===== config.mk =====
export PLATFORM = sky130hd
export DESIGN_NAME = dense_rank_lookup_table
export DESIGN_NICKNAME = d
export VERILOG_FILES = /design/src/rtl/drlt_pkg.sv /design/src/rtl/drlt_entry_store.sv /design/src/rtl/drlt_score_map.sv /design/src/rtl/dense_rank_lookup_table.sv
export SDC_FILE = /design/constraint.sdc
export NUM_CORES = 2
export LEC_CHECK = 0
export ABC_AREA = 1
export BUFFER_PORTS_ARGS = -buffer_cell sky130_fd_sc_hd__clkbuf_2
export CORE_ASPECT_RATIO = 1.25
export CORE_MARGIN = 2
export CORE_UTILIZATION = 53
export CTS_CLUSTER_DIAMETER = 50
export DETAILED_ROUTE_END_ITERATION = 12
export PLACE_DENSITY = 0.76
export SLEW_MARGIN = 20
export SYNTH_ARGS = -nofsm -noshare
export SYNTH_HDL_FRONTEND = slang
export SYNTH_SLANG_ARGS = --single-unit

===== constraint.sdc =====
create_clock -name clock -period 6.3 [get_ports clock]
set_clock_uncertainty 0.2 [all_clocks]
set_input_delay 0.63 -clock clock [delete_from_list [all_inputs] [get_ports clock]]
set_output_delay 0.63 -clock clock [all_outputs]
set_load 0.01 [all_outputs]

===== src/rtl/drlt_pkg.sv =====
// Shared types and constants of the dense rank lookup table.
package drlt_pkg;

   localparam int MAX_ENTRIES_DEFAULT = 128;
   localparam int ID_BITS_DEFAULT     = 8;
   localparam int SCORE_BITS_DEFAULT  = 8;

   localparam int FIELD_BITS    = 8;
   localparam int RANK_BITS     = 9;
   localparam int REQ_DATA_BITS = 16;
   localparam int RSP_DATA_BITS = 16;

   localparam logic FUNC_LOAD  = 1'b0;
   localparam logic FUNC_QUERY = 1'b1;

   typedef enum logic [1:0] {
      ST_IDLE,
      ST_SCAN,
      ST_COUNT,
      ST_REPLY
   } drlt_state_type;

endpackage


===== src/rtl/drlt_entry_store.sv =====
// Entry memory: identifiers and scores, one write and one registered read port.
module drlt_entry_store #(
   parameter int MAX_ENTRIES = drlt_pkg::MAX_ENTRIES_DEFAULT,
   parameter int ID_BITS     = drlt_pkg::ID_BITS_DEFAULT,
   parameter int SCORE_BITS  = drlt_pkg::SCORE_BITS_DEFAULT,
   parameter int IDX_BITS    = (MAX_ENTRIES > 1) ? $clog2(MAX_ENTRIES) : 1
) (
   input  logic                  clock,
   input  logic                  wr_en,
   input  logic [IDX_BITS-1:0]   wr_addr,
   input  logic [ID_BITS-1:0]    wr_id,
   input  logic [SCORE_BITS-1:0] wr_score,
   input  logic                  rd_en,
   input  logic [IDX_BITS-1:0]   rd_addr,
   output logic [ID_BITS-1:0]    rd_id,
   output logic [SCORE_BITS-1:0] rd_score
);

   logic [ID_BITS-1:0]    ids_mem    [MAX_ENTRIES];
   logic [SCORE_BITS-1:0] scores_mem [MAX_ENTRIES];
   logic [ID_BITS-1:0]    rd_id_ff;
   logic [SCORE_BITS-1:0] rd_score_ff;

   always_ff @(posedge clock) begin
      if (wr_en) begin
         ids_mem[wr_addr]    <= wr_id;
         scores_mem[wr_addr] <= wr_score;
      end
   end

   always_ff @(posedge clock) begin
      if (rd_en) begin
         rd_id_ff    <= ids_mem[rd_addr];
         rd_score_ff <= scores_mem[rd_addr];
      end
   end

   assign rd_id    = rd_id_ff;
   assign rd_score = rd_score_ff;

endmodule


===== src/rtl/drlt_score_map.sv =====
// Score presence map and the chunked counter of present scores above a given score.
module drlt_score_map #(
   parameter int SCORE_BITS = drlt_pkg::SCORE_BITS_DEFAULT
) (
   input  logic                  clock,
   input  logic                  reset,
   input  logic                  set_en,
   input  logic [SCORE_BITS-1:0] set_score,
   input  logic                  start,
   input  logic [SCORE_BITS-1:0] start_score,
   output logic                  done,
   output logic [SCORE_BITS-1:0] count
);

   localparam int CHB       = (SCORE_BITS >= 3) ? 3 : SCORE_BITS;
   localparam int CH        = 1 << CHB;
   localparam int CIDX_BITS = (SCORE_BITS > CHB) ? SCORE_BITS - CHB : 1;
   localparam int NCHUNK    = 1 << (SCORE_BITS - CHB);
   localparam int VBITS     = CIDX_BITS + CHB;

   logic [CH-1:0]         seen_ff [NCHUNK];
   logic                  busy_ff, busy_in;
   logic                  done_ff, done_in;
   logic [CIDX_BITS-1:0]  chunk_ff, chunk_in;
   logic [SCORE_BITS-1:0] score_ff, score_in;
   logic [SCORE_BITS-1:0] count_ff, count_in;
   logic [CH-1:0]         chunk_bits;
   logic [CHB:0]          pc;
   logic [VBITS-1:0]      v;
   logic                  last_chunk;

   always_ff @(posedge clock) begin
      if (reset) begin
         for (int c = 0; c < NCHUNK; c++) begin
            seen_ff[c] <= '0;
         end
      end else if (set_en) begin
         seen_ff[CIDX_BITS'(set_score >> CHB)][set_score[CHB-1:0]] <= 1'b1;
      end
   end

   // popcount of the present scores in this chunk that lie above the query score
   always_comb begin
      chunk_bits = seen_ff[chunk_ff];
      pc         = '0;
      v          = '0;
      for (int j = 0; j < CH; j++) begin
         v = {chunk_ff, CHB'(j)};
         if (chunk_bits[j] && (v > VBITS'(score_ff))) begin
            pc = pc + (CHB+1)'(1);
         end
      end
   end

   assign last_chunk = (chunk_ff == CIDX_BITS'(NCHUNK - 1));

   always_comb begin
      busy_in  = busy_ff;
      done_in  = 1'b0;
      chunk_in = chunk_ff;
      score_in = score_ff;
      count_in = count_ff;
      if (start) begin
         // begin at the chunk holding the score; lower chunks cannot count
         busy_in  = 1'b1;
         chunk_in = CIDX_BITS'(start_score >> CHB);
         score_in = start_score;
         count_in = '0;
      end else if (busy_ff) begin
         count_in = count_ff + SCORE_BITS'(pc);
         if (last_chunk) begin
            busy_in = 1'b0;
            done_in = 1'b1;
         end else begin
            chunk_in = chunk_ff + CIDX_BITS'(1);
         end
      end
   end

   always_ff @(posedge clock) begin
      if (reset) begin
         busy_ff <= 1'b0;
         done_ff <= 1'b0;
      end else begin
         busy_ff <= busy_in;
         done_ff <= done_in;
      end
   end

   always_ff @(posedge clock) begin
      chunk_ff <= chunk_in;
      score_ff <= score_in;
      count_ff <= count_in;
   end

   assign done  = done_ff;
   assign count = count_ff;

endmodule


===== src/rtl/dense_rank_lookup_table.sv =====
// Top level of the dense rank lookup table: request sequencer and result register.
//
// Request channel req_*: req_tuser selects the function (0 load, 1 query),
// req_tdata carries the identifier and the score. A load gives no item back; a
// load into a full table is dropped. A query walks the stored entries one per
// cycle through the entry memory read port (registered read), then the presence
// map counts present scores above the matching score, eight score values per
// cycle. A query keeps req_tready low while it runs, and its item shows on
// rsp_tvalid as req_tready returns; with no match it ends and gives no item.
// Result channel rsp_*: rsp_tdata carries the rank. The result register holds
// an item until it is taken; loads and a new query are accepted meanwhile, and a
// later query waits at its end for the register to free. Reset empties the table
// and clears the presence map in the same cycle.
module dense_rank_lookup_table #(
   parameter int MAX_ENTRIES = drlt_pkg::MAX_ENTRIES_DEFAULT,
   parameter int ID_BITS     = drlt_pkg::ID_BITS_DEFAULT,
   parameter int SCORE_BITS  = drlt_pkg::SCORE_BITS_DEFAULT
) (
   input  logic                               clock,
   input  logic                               reset,
   input  logic                               req_tvalid,
   output logic                               req_tready,
   input  logic [drlt_pkg::REQ_DATA_BITS-1:0] req_tdata,  // team_id[7:0], score[15:8]
   input  logic                               req_tuser,  // func[0]
   output logic                               rsp_tvalid,
   input  logic                               rsp_tready,
   output logic [drlt_pkg::RSP_DATA_BITS-1:0] rsp_tdata   // rank[8:0], zeros[15:9]
);

   import drlt_pkg::*;

   localparam int IDX_BITS = (MAX_ENTRIES > 1) ? $clog2(MAX_ENTRIES) : 1;
   localparam int CNT_BITS = $clog2(MAX_ENTRIES + 1);

   drlt_state_type        state_ff, state_in;
   logic [CNT_BITS-1:0]   entry_count_ff, entry_count_in;
   logic [CNT_BITS-1:0]   issue_ff, issue_in;
   logic                  pend_ff, pend_in;
   logic [ID_BITS-1:0]    qid_ff, qid_in;
   logic                  rsp_valid_ff, rsp_valid_in;
   logic [RANK_BITS-1:0]  rank_ff, rank_in;

   logic                  req_accept;
   logic [FIELD_BITS-1:0] req_team_id;
   logic [FIELD_BITS-1:0] req_score;
   logic [ID_BITS-1:0]    in_id;
   logic [SCORE_BITS-1:0] in_score;
   logic                  table_full;

   logic                  wr_en;
   logic                  rd_en;
   logic [ID_BITS-1:0]    rd_id;
   logic [SCORE_BITS-1:0] rd_score;
   logic                  map_start;
   logic                  map_done;
   logic [SCORE_BITS-1:0] map_count;
   logic [SCORE_BITS:0]   rank_full;

   assign req_team_id = req_tdata[FIELD_BITS-1:0];
   assign req_score   = req_tdata[2*FIELD_BITS-1:FIELD_BITS];
   assign in_id       = ID_BITS'(req_team_id);
   assign in_score    = SCORE_BITS'(req_score);
   assign table_full  = (entry_count_ff == CNT_BITS'(MAX_ENTRIES));
   assign req_tready  = (state_ff == ST_IDLE);
   assign req_accept  = req_tvalid && req_tready;
   assign wr_en       = req_accept && (req_tuser == FUNC_LOAD) && !table_full;
   assign rank_full   = {1'b0, map_count} + (SCORE_BITS+1)'(1);

   drlt_entry_store #(
      .MAX_ENTRIES (MAX_ENTRIES),
      .ID_BITS     (ID_BITS),
      .SCORE_BITS  (SCORE_BITS),
      .IDX_BITS    (IDX_BITS)
   ) u_store (
      .clock    (clock),
      .wr_en    (wr_en),
      .wr_addr  (entry_count_ff[IDX_BITS-1:0]),
      .wr_id    (in_id),
      .wr_score (in_score),
      .rd_en    (rd_en),
      .rd_addr  (issue_ff[IDX_BITS-1:0]),
      .rd_id    (rd_id),
      .rd_score (rd_score)
   );

   drlt_score_map #(
      .SCORE_BITS (SCORE_BITS)
   ) u_map (
      .clock       (clock),
      .reset       (reset),
      .set_en      (wr_en),
      .set_score   (in_score),
      .start       (map_start),
      .start_score (rd_score),
      .done        (map_done),
      .count       (map_count)
   );

   always_comb begin
      state_in       = state_ff;
      entry_count_in = entry_count_ff;
      issue_in       = issue_ff;
      pend_in        = 1'b0;
      qid_in         = qid_ff;
      rsp_valid_in   = rsp_valid_ff;
      rank_in        = rank_ff;
      rd_en          = 1'b0;
      map_start      = 1'b0;

      if (rsp_valid_ff && rsp_tready) begin
         rsp_valid_in = 1'b0;
      end

      case (state_ff)
         ST_IDLE: begin
            if (req_accept) begin
               if (req_tuser == FUNC_LOAD) begin
                  if (!table_full) begin
                     entry_count_in = entry_count_ff + CNT_BITS'(1);
                  end
               end else begin
                  qid_in   = in_id;
                  issue_in = '0;
                  state_in = ST_SCAN;
               end
            end
         end
         ST_SCAN: begin
            // issue one read per cycle, compare the entry read the cycle before
            rd_en   = (issue_ff < entry_count_ff);
            pend_in = rd_en;
            if (rd_en) begin
               issue_in = issue_ff + CNT_BITS'(1);
            end
            if (pend_ff && (rd_id == qid_ff)) begin
               map_start = 1'b1;
               state_in  = ST_COUNT;
            end else if (!pend_ff && !rd_en) begin
               // every entry compared, no match: drop the query
               state_in = ST_IDLE;
            end
         end
         ST_COUNT: begin
            if (map_done) begin
               state_in = ST_REPLY;
            end
         end
         ST_REPLY: begin
            // hold until the result register is free
            if (!rsp_valid_ff || rsp_tready) begin
               rsp_valid_in = 1'b1;
               rank_in      = RANK_BITS'(rank_full);
               state_in     = ST_IDLE;
            end
         end
         default: begin
            state_in = ST_IDLE;
         end
      endcase
   end

   always_ff @(posedge clock) begin
      if (reset) begin
         state_ff       <= ST_IDLE;
         entry_count_ff <= '0;
         pend_ff        <= 1'b0;
         rsp_valid_ff   <= 1'b0;
      end else begin
         state_ff       <= state_in;
         entry_count_ff <= entry_count_in;
         pend_ff        <= pend_in;
         rsp_valid_ff   <= rsp_valid_in;
      end
   end

   always_ff @(posedge clock) begin
      issue_ff <= issue_in;
      qid_ff   <= qid_in;
      rank_ff  <= rank_in;
   end

   assign rsp_tvalid = rsp_valid_ff;
   assign rsp_tdata  = RSP_DATA_BITS'(rank_ff);

   a_count_bound: assert property (@(posedge clock) disable iff (reset)
      entry_count_ff <= CNT_BITS'(MAX_ENTRIES))
      else $error("entry count beyond table depth");

   a_full_drop: assert property (@(posedge clock) disable iff (reset)
      (req_accept && (req_tuser == FUNC_LOAD) && table_full) |=> table_full)
      else $error("load into full table changed the entry count");

   a_done_in_count: assert property (@(posedge clock) disable iff (reset)
      map_done |-> (state_ff == ST_COUNT))
      else $error("score count finished outside a query");

   a_reply_order: assert property (@(posedge clock) disable iff (reset)
      (state_ff == ST_REPLY) |->
         ($past(state_ff) == ST_COUNT || $past(state_ff) == ST_REPLY))
      else $error("reply reached without a finished count");

endmodule


==> reports/qor_table.md <==
| Quantity | This run |
|:---|:---|
| Class of the tightest hold or removal check | in2reg |
| Initial core utilization | 53.3% |
| Switching power of the nets | 7.09 mW |
| Fraction of power spent switching nets | 22.7% |
| Leakage power | 33.6 nW |
| Netlist Area Pre-Place | 94500 sq um |
| Worst-margin pin slew | 1.22 ns |
| R2R depth | 39 |
| Ys flop type | sky130_fd_sc_hd__edfxtp_1 |
| Setup violators final | 0 |
| Number of distinct library cells after synthesis | 58 |
| Final Cycle Share | 93.9% |
| Internal reg-to-reg setup slack | 0.38 ns |
| Area Growth Syn to Fin | 10.8% |
| Number of global-route vias before repair | 62700 |
| Critical path's largest stage delay | 0.35 ns |
| Clock input transition at the sequential cells of the worst setup and hold paths | 0.06 ns |
| Peak supply drop | 319 uV |
| Port bufs | 31 |
| Kind of start point of the critical path | register |
| Pin count of the biggest net entering global routing | 199 |
| Drt drc | 0 |
| Antenna violation net count after detailed routing | 0 |
| Synth async-reset ratio | 0% |
| Fraction of final layout cells with drive strength greater than 1 | 8.80% |
| Flops & latches, synth | 2385 |
| Wire length of the first global-routing pass | 390 mm |
| Internal power component | 24.1 mW |
| Kind of critical path | reg2reg |
| Most frequent CP cell | sky130_fd_sc_hd__nand2_1 |
| Final weighted congestion in routability-driven placement | 0.978 |
| Final count of hold timing violations | 0 |
| Combinational Power Share | 5.4% |
| Number of nets in the finished design | 7729 |
| Average cell area after synthesis | 12.3 sq um |
| Vias/cell | 6.42 |
| Clock latency reported for the late side of the worst-skew pair | 0.89 ns |
| Filler instances | 13300 |
| CTS buffer count | 210 |
| Overall power consumption | 31.2 mW |
| Die Wd | 382 microns |
| Setup ws final | 0.384 ns |
| Slowest cell on the critical path | sky130_fd_sc_hd__dfxtp_4 |
| Overall global routing resource usage | 28.3% |
| WP data required | 6.89 ns |
| Yosys warning count | 0 |
| Final critical path time including I/O delays and setup | 5.92 ns |
| Fin. max-slew vios | 0 |
| Clock root buffer master | sky130_fd_sc_hd__clkbuf_16 |
| Data arrival, critical path | 6.51 ns |
| Maximum capacitance violations | 0 |
| Core region area | 177000 sq um |
| Maximum buffer depth of the clock tree | 3 |
| Total clock sinks | 2385 |
| Peak Freq | 169 MHz |
| Area share of the largest cell type after synthesis | 66.8% |
| Die extent in y | 476 microns |
| Estimated wirelength of the detail-placed design | 152 mm |
| Number of enable flip-flop cells after synthesis | 2102 |
| Clock tree from TritonCTS | yes |
| Std-Cell Rows | 173 |
| Outcome | completed |
| Worst hold-check slack | 0.0469 ns |
| Wire length per cell | 26.0 microns |
| Most area-hungry cell type in the Yosys netlist | sky130_fd_sc_hd__edfxtp_1 |
| Number of instances in the synthesized netlist | 7696 |
| Commonest cells in the netlist | 2102 x sky130_fd_sc_hd__edfxtp_1, 1264 x sky130_fd_sc_hd__o21ai_0, 1212 x sky130_fd_sc_hd__nor2_1, 534 x sky130_fd_sc_hd__nand2_1, 485 x sky130_fd_sc_hd__clkbuf_1 |
| Post-detailed-routing wire length | 266 mm |
| Normalized max-slew margin | 18.5% |
| Most used standard cell by instance count after synthesis | sky130_fd_sc_hd__edfxtp_1 |
| Cells taking the most area after synthesis | sky130_fd_sc_hd__edfxtp_1 67%, sky130_fd_sc_hd__o21ai_0 6.7%, sky130_fd_sc_hd__dfxtp_1 6.0%, sky130_fd_sc_hd__nor2_1 4.8%, sky130_fd_sc_hd__o22ai_1 3.0% |
| Sort of element at the end of the critical path | register |
| Full die area | 182000 sq um |
| Endpoint of the worst setup timing path | u_map.count[7] |
| Violation count after the first detailed-routing iteration | 9659 |
| Initial antenna violation count | 9 |
| H-tree levels | 4 |
| Pre-antenna DRT Iters | 6 |
| Sum of overflow across all layers after global routing | 0 |
| Fraction of power consumed by sequential logic | 55.2% |
| Share of synthesized area occupied by flip-flops and latches | 72.8% |
| Clock network fraction of total power | 39.4% |
| Number of I/O pins | 39 |
| Final cell count without fillers | 10200 |
| Worst r2r dst | u_map.count[7] |
| Maximum fanout encountered on the critical timing path | 15 |
| Worst setup slack before clock tree synthesis | 0.0662 ns |
| Total number of vias | 65600 |
| Pwr dens | 298 nW/um^2 |
| Number of cells after detailed placement | 9801 |
-- critical path: cells and delay by family, from the launching register on --
kind	cells	cell delay [ns]
flops	1	0.35
buf+inv	7	0.88
xor+xnor	1	0.15
compound gates	8	1.11
fa+ha+maj	5	1.27
simple gates	18	1.89
-- area by class of cell --
type                    count  area [sq um]  share of cell area, %
diodes                      4          10.0                0.00955
well taps                2362          2960                   2.82
clock inverters           132          1030                  0.984
repair inverters            1          8.76                0.00836
multi-input cells        4500         22800                   21.7
repair buffers            315          2710                   2.59
inverters                 263          1040                  0.992
clock buffers             259          5480                   5.23
flip-flops and latches   2385         68800                   65.7
-- per-stage QoR --
stage / util (%) / instance area (sq um) / setup TNS, ns
floorplan: - / 94600 / 0
detailed placement: 55.1 / 97800 / 0
CTS: 58.8 / 104000 / 0
global placement: 55.1 / 97800 / 0
global route: 59.0 / 105000 / -0.0202
finish: 59.0 / 105000 / 0
-- how the worst min path moves through the flow --
stage                     slack (ns)                 start  depth (start not counted)                         to
final                           0.05         req_tdata[10]                          1  u_store.scores_mem[40][2]
after global routing            0.01         req_tdata[15]                          1  u_store.scores_mem[19][7]
after CTS                      0.003         req_tdata[15]                          1  u_store.scores_mem[19][7]
after detailed placement        0.24  u_map.seen_ff[20][7]                          2       u_map.seen_ff[20][7]
after global placement          0.23  u_map.seen_ff[28][5]                          2       u_map.seen_ff[28][5]
after floorplan                 0.20   u_store.rd_score[0]                          0          u_map.score_ff[0]
-- cell usage in the layout (no fill, tap or decap), drive strengths merged, types with 5 or more instances in the layout --
| cell type | n |
|---|---|
| a211oi | 5 |
| a21oi | 185 |
| a221oi | 14 |
| a31oi | 44 |
| buf | 293 |
| bufinv | 8 |
| clkbuf | 276 |
| clkinv | 108 |
| clkinvlp | 9 |
| conb | 7 |
| dfxtp | 283 |
| dlygate4sd3 | 5 |
| edfxtp | 2102 |
| ha | 31 |
| inv | 271 |
| nand2 | 542 |
| nand3 | 336 |
| nand4 | 39 |
| nor2 | 1216 |
| nor3 | 28 |
| o211ai | 64 |
| o21ai | 1286 |
| o221ai | 198 |
| o22ai | 453 |
| xnor2 | 5 |
| xor2 | 12 |
-- logic make-up (layout without fill, tap and decap cells) --
logic type / after synthesis / after routing / share of synthesized area [%]
compound gates: 2274 / 2274 / 13.8
xor+xnor: 17 / 17 / 0.157
fa+ha+maj: 32 / 32 / 0.431
buf+inv: 817 / 970 / 3.45
flops: 2385 / 2385 / 72.8
other cells: 1 / 11 / 0.00397
simple gates: 2170 / 2170 / 9.37
-- metal layers --
metal	global-route usage (%)	share of wire (%)	up-vias
li1	-	-	28500
met1	36.3	36	32100
met2	44.8	47	4247
met3	5.73	11	800
met4	16.4	6.4	10
met5	0	0.030	-
-- what timing repair did --
item,4_1_cts,5_1_grt
setup endpoints to repair,1,6
gates cloned,0,4
endpoints found under the hold margin,31,0
setup buffers,0,16
hold buffers,5,0
pin swaps,0,15
gates resized for setup,1,52
-- registers in the layout (all words and copies together), names as in the netlist, 5 cells and up, named ones only --
signal / flops
entry_count_ff: 8
u_store.rd_score: 8
u_store.rd_id: 8
rank_ff: 9
u_store.ids_mem: 1024
u_map.count: 8
u_map.score_ff: 8
u_map.seen_ff: 256
issue_ff: 8
qid_ff: 8
u_map.chunk_ff: 5
u_store.scores_mem: 1024
-- power groups by stage --
stage	Combinational, mW	Sequential (mW)	Clock, mW
finish	1.70	17.2	12.3
global route	1.78	17.2	12.9
CTS	1.64	17.2	12.3
detailed placement	1.62	17.6	0
global placement	1.57	17.6	0
floorplan	0.840	17.6	0
Note: power is estimated with default switching activity, not from simulation.
